`src/slxfr_pkg.sv`:
```
// Types and constants of the sync/length/XOR frame receiver.
// No dependencies; used by the core, the input and result registers, the top level and the checker.
`timescale 1ns / 1ps

package slxfr_pkg;

  // Input word kinds
  localparam logic KIND_BYTE = 1'b0;
  localparam logic KIND_TICK = 1'b1;

  // Result event codes
  localparam logic [2:0] EV_PAYLOAD   = 3'd0;
  localparam logic [2:0] EV_GOOD      = 3'd1;
  localparam logic [2:0] EV_BAD_CSUM  = 3'd2;
  localparam logic [2:0] EV_TOO_LONG  = 3'd3;
  localparam logic [2:0] EV_STALE     = 3'd4;

  // Configuration register indexes
  localparam logic [1:0] CFG_SYNC_FIRST    = 2'd0;
  localparam logic [1:0] CFG_SYNC_SECOND   = 2'd1;
  localparam logic [1:0] CFG_PAYLOAD_LIMIT = 2'd2;
  localparam logic [1:0] CFG_STALE_TICKS   = 2'd3;

  localparam logic [16:0] IDLE_MAX = 17'h1FFFF;

  typedef enum logic [7:0] {
    PH_HUNT    = 8'b0000_0001,
    PH_SYNC2   = 8'b0000_0010,
    PH_TYPE    = 8'b0000_0100,
    PH_LEN_HI  = 8'b0000_1000,
    PH_LEN_LO  = 8'b0001_0000,
    PH_PAYLOAD = 8'b0010_0000,
    PH_CHECK   = 8'b0100_0000,
    PH_DISCARD = 8'b1000_0000
  } phase_t;

  typedef struct packed {
    logic       kind;
    logic [7:0] byte_value;
  } item_t;

  typedef struct packed {
    logic [2:0]  event_res;
    logic [7:0]  frame_type;
    logic [7:0]  data_byte;
    logic [15:0] byte_index;
    logic [15:0] frame_length;
  } result_t;

  typedef struct packed {
    logic [7:0]  sync_first;
    logic [7:0]  sync_second;
    logic [15:0] payload_limit;
    logic [15:0] stale_ticks;
  } cfg_t;

endpackage

```
`src/slxfr_item_if.sv`:
```
// Input channel: one received byte or one time tick per word.
// No dependencies.
`timescale 1ns / 1ps

interface slxfr_item_if;
  logic       valid;
  logic       ready;
  logic       kind;
  logic [7:0] byte_value;

  modport source (output valid, kind, byte_value, input ready);
  modport sink (input valid, kind, byte_value, output ready);
  modport monitor (input valid, ready, kind, byte_value);
endinterface

```
`src/slxfr_result_if.sv`:
```
// Result channel: frame events and payload bytes.
// No dependencies.
`timescale 1ns / 1ps

interface slxfr_result_if;
  logic        valid;
  logic        ready;
  logic [2:0]  event_res;
  logic [7:0]  frame_type;
  logic [7:0]  data_byte;
  logic [15:0] byte_index;
  logic [15:0] frame_length;

  modport source (output valid, event_res, frame_type, data_byte, byte_index,
                  frame_length, input ready);
  modport sink (input valid, event_res, frame_type, data_byte, byte_index,
                frame_length, output ready);
  modport monitor (input valid, ready, event_res, frame_type, data_byte, byte_index,
                   frame_length);
endinterface

```
`src/slxfr_in_reg.sv`:
```
// Input register of the frame receiver: holds one word until the core takes it.
// Depends on slxfr_pkg.
`timescale 1ns / 1ps

module slxfr_in_reg import slxfr_pkg::*; (
  input  logic  clk,
  input  logic  rst,
  input  logic  in_valid,
  output logic  in_ready,
  input  item_t in_item,
  input  logic  take,
  output logic  held_valid,
  output item_t held_item
);

  assign in_ready = !held_valid || take;

  always_ff @(posedge clk) begin
    if (rst) begin
      held_valid <= 1'b0;
    end else if (in_valid && in_ready) begin
      held_valid <= 1'b1;
    end else if (take) begin
      held_valid <= 1'b0;
    end
  end

  always_ff @(posedge clk) begin
    if (in_valid && in_ready) begin
      held_item <= in_item;
    end
  end

endmodule

```
`src/slxfr_core.sv`:
```
// Frame parser: phase register, running XOR, counters and the result logic.
// Depends on slxfr_pkg.
`timescale 1ns / 1ps

module slxfr_core import slxfr_pkg::*; (
  input  logic    clk,
  input  logic    rst,
  input  logic    take,
  input  item_t   item,
  input  cfg_t    cfg,
  output logic    res_valid,
  output result_t res
);

  phase_t      phase, phase_next;
  logic [7:0]  running_xor, running_xor_next;
  logic [7:0]  held_type, held_type_next;
  logic [15:0] held_length, held_length_next;
  logic [16:0] byte_count, byte_count_next;
  logic [16:0] idle_ticks, idle_ticks_next;

  logic [16:0] count_inc;
  logic [15:0] len_lo;
  logic [7:0]  b;

  assign b         = item.byte_value;
  assign count_inc = byte_count + 17'd1;
  assign len_lo    = {held_length[15:8], b};

  always_comb begin
    phase_next       = phase;
    running_xor_next = running_xor;
    held_type_next   = held_type;
    held_length_next = held_length;
    byte_count_next  = byte_count;
    idle_ticks_next  = idle_ticks;
    res_valid        = 1'b0;
    res.event_res    = EV_PAYLOAD;
    res.data_byte    = 8'd0;
    res.byte_index   = 16'd0;

    if (item.kind == KIND_TICK) begin
      if (idle_ticks != IDLE_MAX) begin
        idle_ticks_next = idle_ticks + 17'd1;
      end
      if (phase != PH_HUNT && idle_ticks_next > {1'b0, cfg.stale_ticks}) begin
        phase_next    = PH_HUNT;
        res_valid     = 1'b1;
        res.event_res = EV_STALE;
      end
    end else begin
      idle_ticks_next = 17'd0;
      case (phase)
        PH_HUNT: begin
          if (b == cfg.sync_first) phase_next = PH_SYNC2;
        end
        PH_SYNC2: begin
          if (b == cfg.sync_second) begin
            phase_next       = PH_TYPE;
            running_xor_next = 8'd0;
            held_type_next   = 8'd0;
            held_length_next = 16'd0;
            byte_count_next  = 17'd0;
          end else begin
            phase_next = PH_HUNT;
          end
        end
        PH_TYPE: begin
          held_type_next   = b;
          running_xor_next = b;
          phase_next       = PH_LEN_HI;
        end
        PH_LEN_HI: begin
          held_length_next = {b, 8'd0};
          running_xor_next = running_xor ^ b;
          phase_next       = PH_LEN_LO;
        end
        PH_LEN_LO: begin
          held_length_next = len_lo;
          running_xor_next = running_xor ^ b;
          byte_count_next  = 17'd0;
          if (len_lo > cfg.payload_limit) begin
            phase_next    = PH_DISCARD;
            res_valid     = 1'b1;
            res.event_res = EV_TOO_LONG;
          end else if (len_lo == 16'd0) begin
            phase_next = PH_CHECK;
          end else begin
            phase_next = PH_PAYLOAD;
          end
        end
        PH_PAYLOAD: begin
          running_xor_next = running_xor ^ b;
          byte_count_next  = count_inc;
          if (count_inc >= {1'b0, held_length}) phase_next = PH_CHECK;
          res_valid      = 1'b1;
          res.event_res  = EV_PAYLOAD;
          res.data_byte  = b;
          res.byte_index = byte_count[15:0];
        end
        PH_CHECK: begin
          phase_next    = PH_HUNT;
          res_valid     = 1'b1;
          res.event_res = (b == running_xor) ? EV_GOOD : EV_BAD_CSUM;
        end
        PH_DISCARD: begin
          byte_count_next = count_inc;
          if (count_inc >= {1'b0, held_length} + 17'd1) phase_next = PH_HUNT;
        end
        default: begin
          phase_next = PH_HUNT;
        end
      endcase
    end

    res.frame_type   = held_type_next;
    res.frame_length = held_length_next;
  end

  always_ff @(posedge clk) begin
    if (rst) begin
      phase       <= PH_HUNT;
      running_xor <= 8'd0;
      held_type   <= 8'd0;
      held_length <= 16'd0;
      byte_count  <= 17'd0;
      idle_ticks  <= 17'd0;
    end else if (take) begin
      phase       <= phase_next;
      running_xor <= running_xor_next;
      held_type   <= held_type_next;
      held_length <= held_length_next;
      byte_count  <= byte_count_next;
      idle_ticks  <= idle_ticks_next;
    end
  end

endmodule

```
`src/slxfr_out_reg.sv`:
```
// Result register: holds one result word until the sink takes it.
// Depends on slxfr_pkg.
`timescale 1ns / 1ps

module slxfr_out_reg import slxfr_pkg::*; (
  input  logic    clk,
  input  logic    rst,
  input  logic    load,
  input  logic    load_valid,
  input  result_t load_res,
  output logic    free,
  output logic    out_valid,
  input  logic    out_ready,
  output result_t out_res
);

  assign free = !out_valid || out_ready;

  always_ff @(posedge clk) begin
    if (rst) begin
      out_valid <= 1'b0;
    end else if (load) begin
      out_valid <= load_valid;
    end else if (out_ready) begin
      out_valid <= 1'b0;
    end
  end

  always_ff @(posedge clk) begin
    if (load && load_valid) begin
      out_res <= load_res;
    end
  end

endmodule

```
`src/sync_length_xor_frame_receiver.sv`:
```
// Frame receiver for sync word, 16-bit length prefix and XOR checksum.
// A word is registered in the input register on acceptance; its result, if any, is
// registered in the result register when the core takes the word.
// Throughput: one word per cycle while results are taken.
// Reset (rst, synchronous, active high): hunting for the first sync byte, all
// counters clear, registers back to 0xEF, 0xAA, 1024 and 100.
`timescale 1ns / 1ps

module sync_length_xor_frame_receiver import slxfr_pkg::*; (
  input  logic       clk,
  input  logic       rst,
  input  logic       cfg_we,
  input  logic [1:0] cfg_index,
  input  logic [15:0] cfg_wdata,
  slxfr_item_if.sink     item,
  slxfr_result_if.source result
);

  // Config regs: written by the user only while no word is in flight; unchecked.
  cfg_t cfg;

  always_ff @(posedge clk) begin
    if (rst) begin
      cfg.sync_first    <= 8'hEF;
      cfg.sync_second   <= 8'hAA;
      cfg.payload_limit <= 16'd1024;
      cfg.stale_ticks   <= 16'd100;
    end else if (cfg_we) begin
      case (cfg_index)
        CFG_SYNC_FIRST:    cfg.sync_first    <= cfg_wdata[7:0];
        CFG_SYNC_SECOND:   cfg.sync_second   <= cfg_wdata[7:0];
        CFG_PAYLOAD_LIMIT: cfg.payload_limit <= cfg_wdata;
        CFG_STALE_TICKS:   cfg.stale_ticks   <= cfg_wdata;
        default: ;
      endcase
    end
  end

  // Pipeline control: the held word is consumed whenever the result register
  // can take whatever it produces (including nothing).
  item_t   in_item, held_item;
  logic    held_valid;
  logic    take;
  logic    free;
  logic    core_valid;
  result_t core_res, out_res;

  assign in_item.kind       = item.kind;
  assign in_item.byte_value = item.byte_value;
  assign take               = held_valid && free;

  slxfr_in_reg u_in_reg (
    .clk        (clk),
    .rst        (rst),
    .in_valid   (item.valid),
    .in_ready   (item.ready),
    .in_item    (in_item),
    .take       (take),
    .held_valid (held_valid),
    .held_item  (held_item)
  );

  // Phase machine and XOR/count update: all state changes on take.
  slxfr_core u_core (
    .clk       (clk),
    .rst       (rst),
    .take      (take),
    .item      (held_item),
    .cfg       (cfg),
    .res_valid (core_valid),
    .res       (core_res)
  );

  slxfr_out_reg u_out_reg (
    .clk        (clk),
    .rst        (rst),
    .load       (take),
    .load_valid (core_valid),
    .load_res   (core_res),
    .free       (free),
    .out_valid  (result.valid),
    .out_ready  (result.ready),
    .out_res    (out_res)
  );

  assign result.event_res    = out_res.event_res;
  assign result.frame_type   = out_res.frame_type;
  assign result.data_byte    = out_res.data_byte;
  assign result.byte_index   = out_res.byte_index;
  assign result.frame_length = out_res.frame_length;

endmodule

```
`src/flat_wrapper.sv`:
```
// flat-port wrapper written by rule: the top's interface ports become plain ports
module sync_length_xor_frame_receiver_flat import slxfr_pkg::*;
  (clk, rst, cfg_we, cfg_index, cfg_wdata, item_valid, item_kind, item_byte_value, item_ready, result_valid, result_event_res, result_frame_type, result_data_byte, result_byte_index, result_frame_length, result_ready);
  slxfr_item_if item_i ();
  slxfr_result_if result_i ();
  input  logic clk;
  input  logic rst;
  input  logic cfg_we;
  input  logic [1:0] cfg_index;
  input  logic [15:0] cfg_wdata;
  input wire logic [$bits(item_i.valid)-1:0] item_valid;
  input wire logic [$bits(item_i.kind)-1:0] item_kind;
  input wire logic [$bits(item_i.byte_value)-1:0] item_byte_value;
  output wire logic [$bits(item_i.ready)-1:0] item_ready;
  output wire logic [$bits(result_i.valid)-1:0] result_valid;
  output wire logic [$bits(result_i.event_res)-1:0] result_event_res;
  output wire logic [$bits(result_i.frame_type)-1:0] result_frame_type;
  output wire logic [$bits(result_i.data_byte)-1:0] result_data_byte;
  output wire logic [$bits(result_i.byte_index)-1:0] result_byte_index;
  output wire logic [$bits(result_i.frame_length)-1:0] result_frame_length;
  input wire logic [$bits(result_i.ready)-1:0] result_ready;
  assign item_i.valid = item_valid;
  assign item_i.kind = item_kind;
  assign item_i.byte_value = item_byte_value;
  assign item_ready = item_i.ready;
  assign result_valid = result_i.valid;
  assign result_event_res = result_i.event_res;
  assign result_frame_type = result_i.frame_type;
  assign result_data_byte = result_i.data_byte;
  assign result_byte_index = result_i.byte_index;
  assign result_frame_length = result_i.frame_length;
  assign result_i.ready = result_ready;
  sync_length_xor_frame_receiver u_core (.clk(clk), .rst(rst), .cfg_we(cfg_we), .cfg_index(cfg_index), .cfg_wdata(cfg_wdata), .item(item_i), .result(result_i));
endmodule
```
`config.mk`:
```
export PLATFORM = sky130hd
export DESIGN_NAME = sync_length_xor_frame_receiver_flat
export DESIGN_NICKNAME = d
export VERILOG_FILES = /design/src/slxfr_pkg.sv /design/src/slxfr_item_if.sv /design/src/slxfr_result_if.sv /design/src/slxfr_in_reg.sv /design/src/slxfr_core.sv /design/src/slxfr_out_reg.sv /design/src/sync_length_xor_frame_receiver.sv /design/src/flat_wrapper.sv
export SDC_FILE = /design/constraint.sdc
export NUM_CORES = 1
export LEC_CHECK = 0
export BUFFER_PORTS_ARGS = -buffer_cell sky130_fd_sc_hd__buf_2
export CAP_MARGIN = 10
export CORE_ASPECT_RATIO = 0.7
export CORE_UTILIZATION = 40
export CTS_CLUSTER_DIAMETER = 200
export CTS_CLUSTER_SIZE = 8
export DETAILED_ROUTE_END_ITERATION = 7
export GPL_TIMING_DRIVEN = 0
export HOLD_SLACK_MARGIN = 0.12
export PLACE_DENSITY = 0.64
export SLEW_MARGIN = 20
export SYNTH_ARGS = -nofsm -noshare
export SYNTH_HDL_FRONTEND = slang
export SYNTH_SLANG_ARGS = --single-unit
export TNS_END_PERCENT = 20
```
`constraint.sdc`:
```
create_clock -name clk -period 5.3 [get_ports clk]
set_clock_uncertainty 0.2 [all_clocks]
set_input_delay 1.06 -clock clk [delete_from_list [all_inputs] [get_ports clk]]
set_output_delay 1.06 -clock clk [all_outputs]
set_load 0.02 [all_outputs]
```
==> out/results.tsv <==
stage	metric	value	unit
floorplan	die_area	0.0260	mm^2
place	port-buffer-count	84	
pwr	power	3.01	mW
timing	clock.fmax	197	MHz
synth	ys_async_sr_fraction	0	
routing	drc	8	
clocking	numCtsBuffers	17	
routing	drt_pass1_iterations	7	
timing	finalWorstSetupSlack	0.228	ns
synth	synth_nets	1243	
floorplan	die_w	192	um
routing	finalWirelength	28900	um
clocking	tritoncts	yes	
run_status	violations	design-rule violations, max-capacitance violations, max-slew violations	
synth	ys_ff_latch	184	
timing	min_period	5.07	ns
timing	maxSlewViolCount	1	
timing	post-route-period-util	0.957	
finish	n_antenna_cell	0	
critical_path	worstPathMaxFanout	31	
timing	holdWs	0.257	ns
critical_path	crit_path_end_kind	flip-flop	
global_route	grt_pass1_wl	44700	um
clocking	cts_buffer_depth	2	
global_route	grt_usage	0.225	
synth	yosys_warnings	0	
synth	yosysUniqueCellTypes	70	
floorplan	initial_core_util	0.409	
pwr	ir_drop	222	uV
synth	ys_seq_area_frac	0.422	
critical_path	path_class	reg2reg	
clocking	post-cts-setup-buffers	0	
global_route	grt_overflow_total	0	
critical_path	crit-reg2reg-launch	u_core.u_core.idle_ticks[0]	
place	routabilityCongestion	0.910	
synth	synthCells	1143	
global_route	grt_pass1_vias	7987	
floorplan	pin_count	85	
routing	via_per_inst	5.57	
global_route	antenna_found_initial	0	
finish	finalInstanceArea	0.0116	mm^2
clocking	clk_pin_slew	0.07	ns
worst_hold_path	min-delay-start	u_core.cfg[21]	
timing	rsz0062_at_grt	false	
finish	fillerInstances	2381	
floorplan	fp.dieH	135	um
clocking	clk_latency	0.45	ns
routing	ant_nets	0	
critical_path	cp.required	5.24	ns
critical_path	critPathLaunchType	flip-flop	
timing	setup_viol	0	
critical_path	startpoint	u_core.u_core.idle_ticks[0]	
synth	synth-edff-count	60	
place	dp_slack	0.233	ns
finish	syn_to_final_growth	14.5	%
routing	wl_per_cell	18.2	um
clocking	htreeDepth	4	
timing	fin_tns_setup	0	ns
synth	yosys_most_used_dff	dfxtp_1	
place	place_hpwl	21500	um
critical_path	crit_arrival	5.01	ns
run_status	status	finished with violations	
global_route	grt_start_max_net_pins	32	
synth	netlist_area	0.0102	mm^2
clocking	root_buffer	clkbuf_16	
timing	hold_viol_final	0	
pwr	power_leakage	4.47	nW
critical_path	rr_worst_depth	15	
synth	syn_area_per_cell	8.88	um^2
routing	drt-initial-drc-count	789	
flow_run	drv_cap	1	
clocking	clock-sinks	184	
floorplan	coreArea	0.0248	mm^2
timing	worst_pin_slew	1.48	ns
timing	slew_headroom	-0.00237	
worst_hold_path	whs_path_depth	2	
pwr	p_per_area	259	mW/mm^2
worst_hold_path	hp-class	reg2reg	
floorplan	rows	48	
finish	num-nets-final	1348	
finish	final_layout_size_suffix_gt1_frac	0.125	
routing	num_vias	8829	
place	dpl_cell_area	0.0110	mm^2
-- repair_timing --
| item | CTS | global route |
|---|---|---|
| resized for setup | 0 | 1 |
| endpoints found under the hold margin | 0 | 0 |
| endpoints found under the setup margin | 0 | 31 |
| hold buffers | 0 | 0 |
-- path summary, 6_finish.rpt --
path,slack [ns],end
worst max register to register,0.23,u_core.u_out_reg.out_res[4]
worst min register to register,0.26,u_core.cfg[21]
worst min-delay path,0.26,u_core.cfg[21]
worst max-delay path,0.23,u_core.u_out_reg.out_res[4]
-- metal layers --
metal  track usage  up-vias  part of all wire
met4        0.0534        0             0.015
met5             0        -                 0
met2         0.304      357              0.40
met1         0.357     4144              0.50
met3        0.0458       31             0.087
li1              -     4297                 -
-- kinds of logic after synthesis --
logic type      count (synthesis)  share of synthesized area
simple gates                  419                      0.201
fa+ha+maj                      68                     0.0838
flops                         184                      0.422
compound gates                258                      0.169
xor+xnor                       68                     0.0587
buf+inv                       135                     0.0543
mux                            11                     0.0111
-- cells in the mapped netlist, types with 12 or more instances --
| master | count | area (um^2) |
|---|---|---|
| and2_1 | 20 | 125 |
| a31oi_1 | 14 | 87.6 |
| nor4_1 | 12 | 75.1 |
| a22oi_1 | 12 | 90.1 |
| xor2_1 | 26 | 228 |
| ha_1 | 68 | 851 |
| inv_1 | 59 | 221 |
| nand2_1 | 137 | 514 |
| clkbuf_1 | 45 | 169 |
| nand3_1 | 29 | 145 |
| nand4_1 | 25 | 156 |
| nand2b_1 | 13 | 81.3 |
| nor2b_1 | 16 | 100 |
| nor2_1 | 97 | 364 |
| edfxtp_1 | 60 | 1800 |
| a311oi_1 | 13 | 114 |
| o21ai_0 | 45 | 225 |
| xnor2_1 | 42 | 368 |
| a211o_1 | 16 | 140 |
| dfxtp_1 | 124 | 2480 |
| a21oi_1 | 82 | 410 |
| buf_2 | 21 | 105 |
| nor3_1 | 33 | 165 |
-- registers in the layout (all words and copies together), names as in the netlist --
name and count:
u_core.u_out_reg.out_res 51, u_core.u_core.phase 8, u_core.u_core.held_type 8, u_core.cfg 48, u_core.u_out_reg.out_valid 1, u_core.u_core.byte_count 17
u_core.u_core.held_length 16, u_core.u_in_reg.held_item 9, u_core.u_core.running_xor 8, u_core.u_in_reg.held_valid 1, u_core.u_core.idle_ticks 17
-- layout by cell type (no fill, tap or decap), drive strengths merged, types with 6 or more instances in the layout --
master / instances
xor2: 26
nand2b: 13
ha: 68
inv: 67
a211oi: 7
a211o: 16
nand4: 25
nand3: 29
a221oi: 9
a22o: 9
a311oi: 14
and3: 10
edfxtp: 60
a31oi: 14
nor4: 14
dfxtp: 124
a21oi: 82
nor2b: 16
and2: 20
a22oi: 12
clkbuf: 66
nor2: 98
o2bb2ai: 6
mux2i: 9
nand2: 138
xnor2: 42
o21ai: 48
a21o: 7
buf: 113
nor3: 33
-- where the power goes --
part	internal (mW)	switching, mW	leakage [nW]
combinational	0.0650	0.136	2.57
clock	0.697	0.622	0.296
sequential	1.48	0.0168	1.61
-- per-stage QoR --
step                      std cells   util
final                          1586  0.469
after global routing           1586  0.469
after CTS                      1585  0.468
after detailed placement       1553  0.444
after global placement         1552  0.443
after floorplan                1143      -
-- cell type report --
class	count	area, um^2	area share
Tap cell	325	407	0.0350
Sequential cell	184	4280	0.369
Multi-Input combinational cell	825	5340	0.459
Buffer	76	330	0.0284
Timing Repair Buffer	85	440	0.0379
Inverter	59	221	0.0191
Clock inverter	14	151	0.0130
Clock buffer	18	450	0.0388
-- worst max-delay path: stages, from the launching register on --
cell and delay [ns]:
dfxtp_1 0.38, ha_1 0.29, nand3_1 0.12, nor4_2 0.08, a211oi_1 0.73, nand3_1 0.26, xnor2_1 0.36, ha_1 0.31
nand4_1 0.14, nor4_1 0.08, a221o_1 0.31, a31o_2 0.26, nand3_1 0.16, o41ai_1 0.28, nor2_4 0.53, buf_12 0.27
Power figures use the tool's default switching activity.
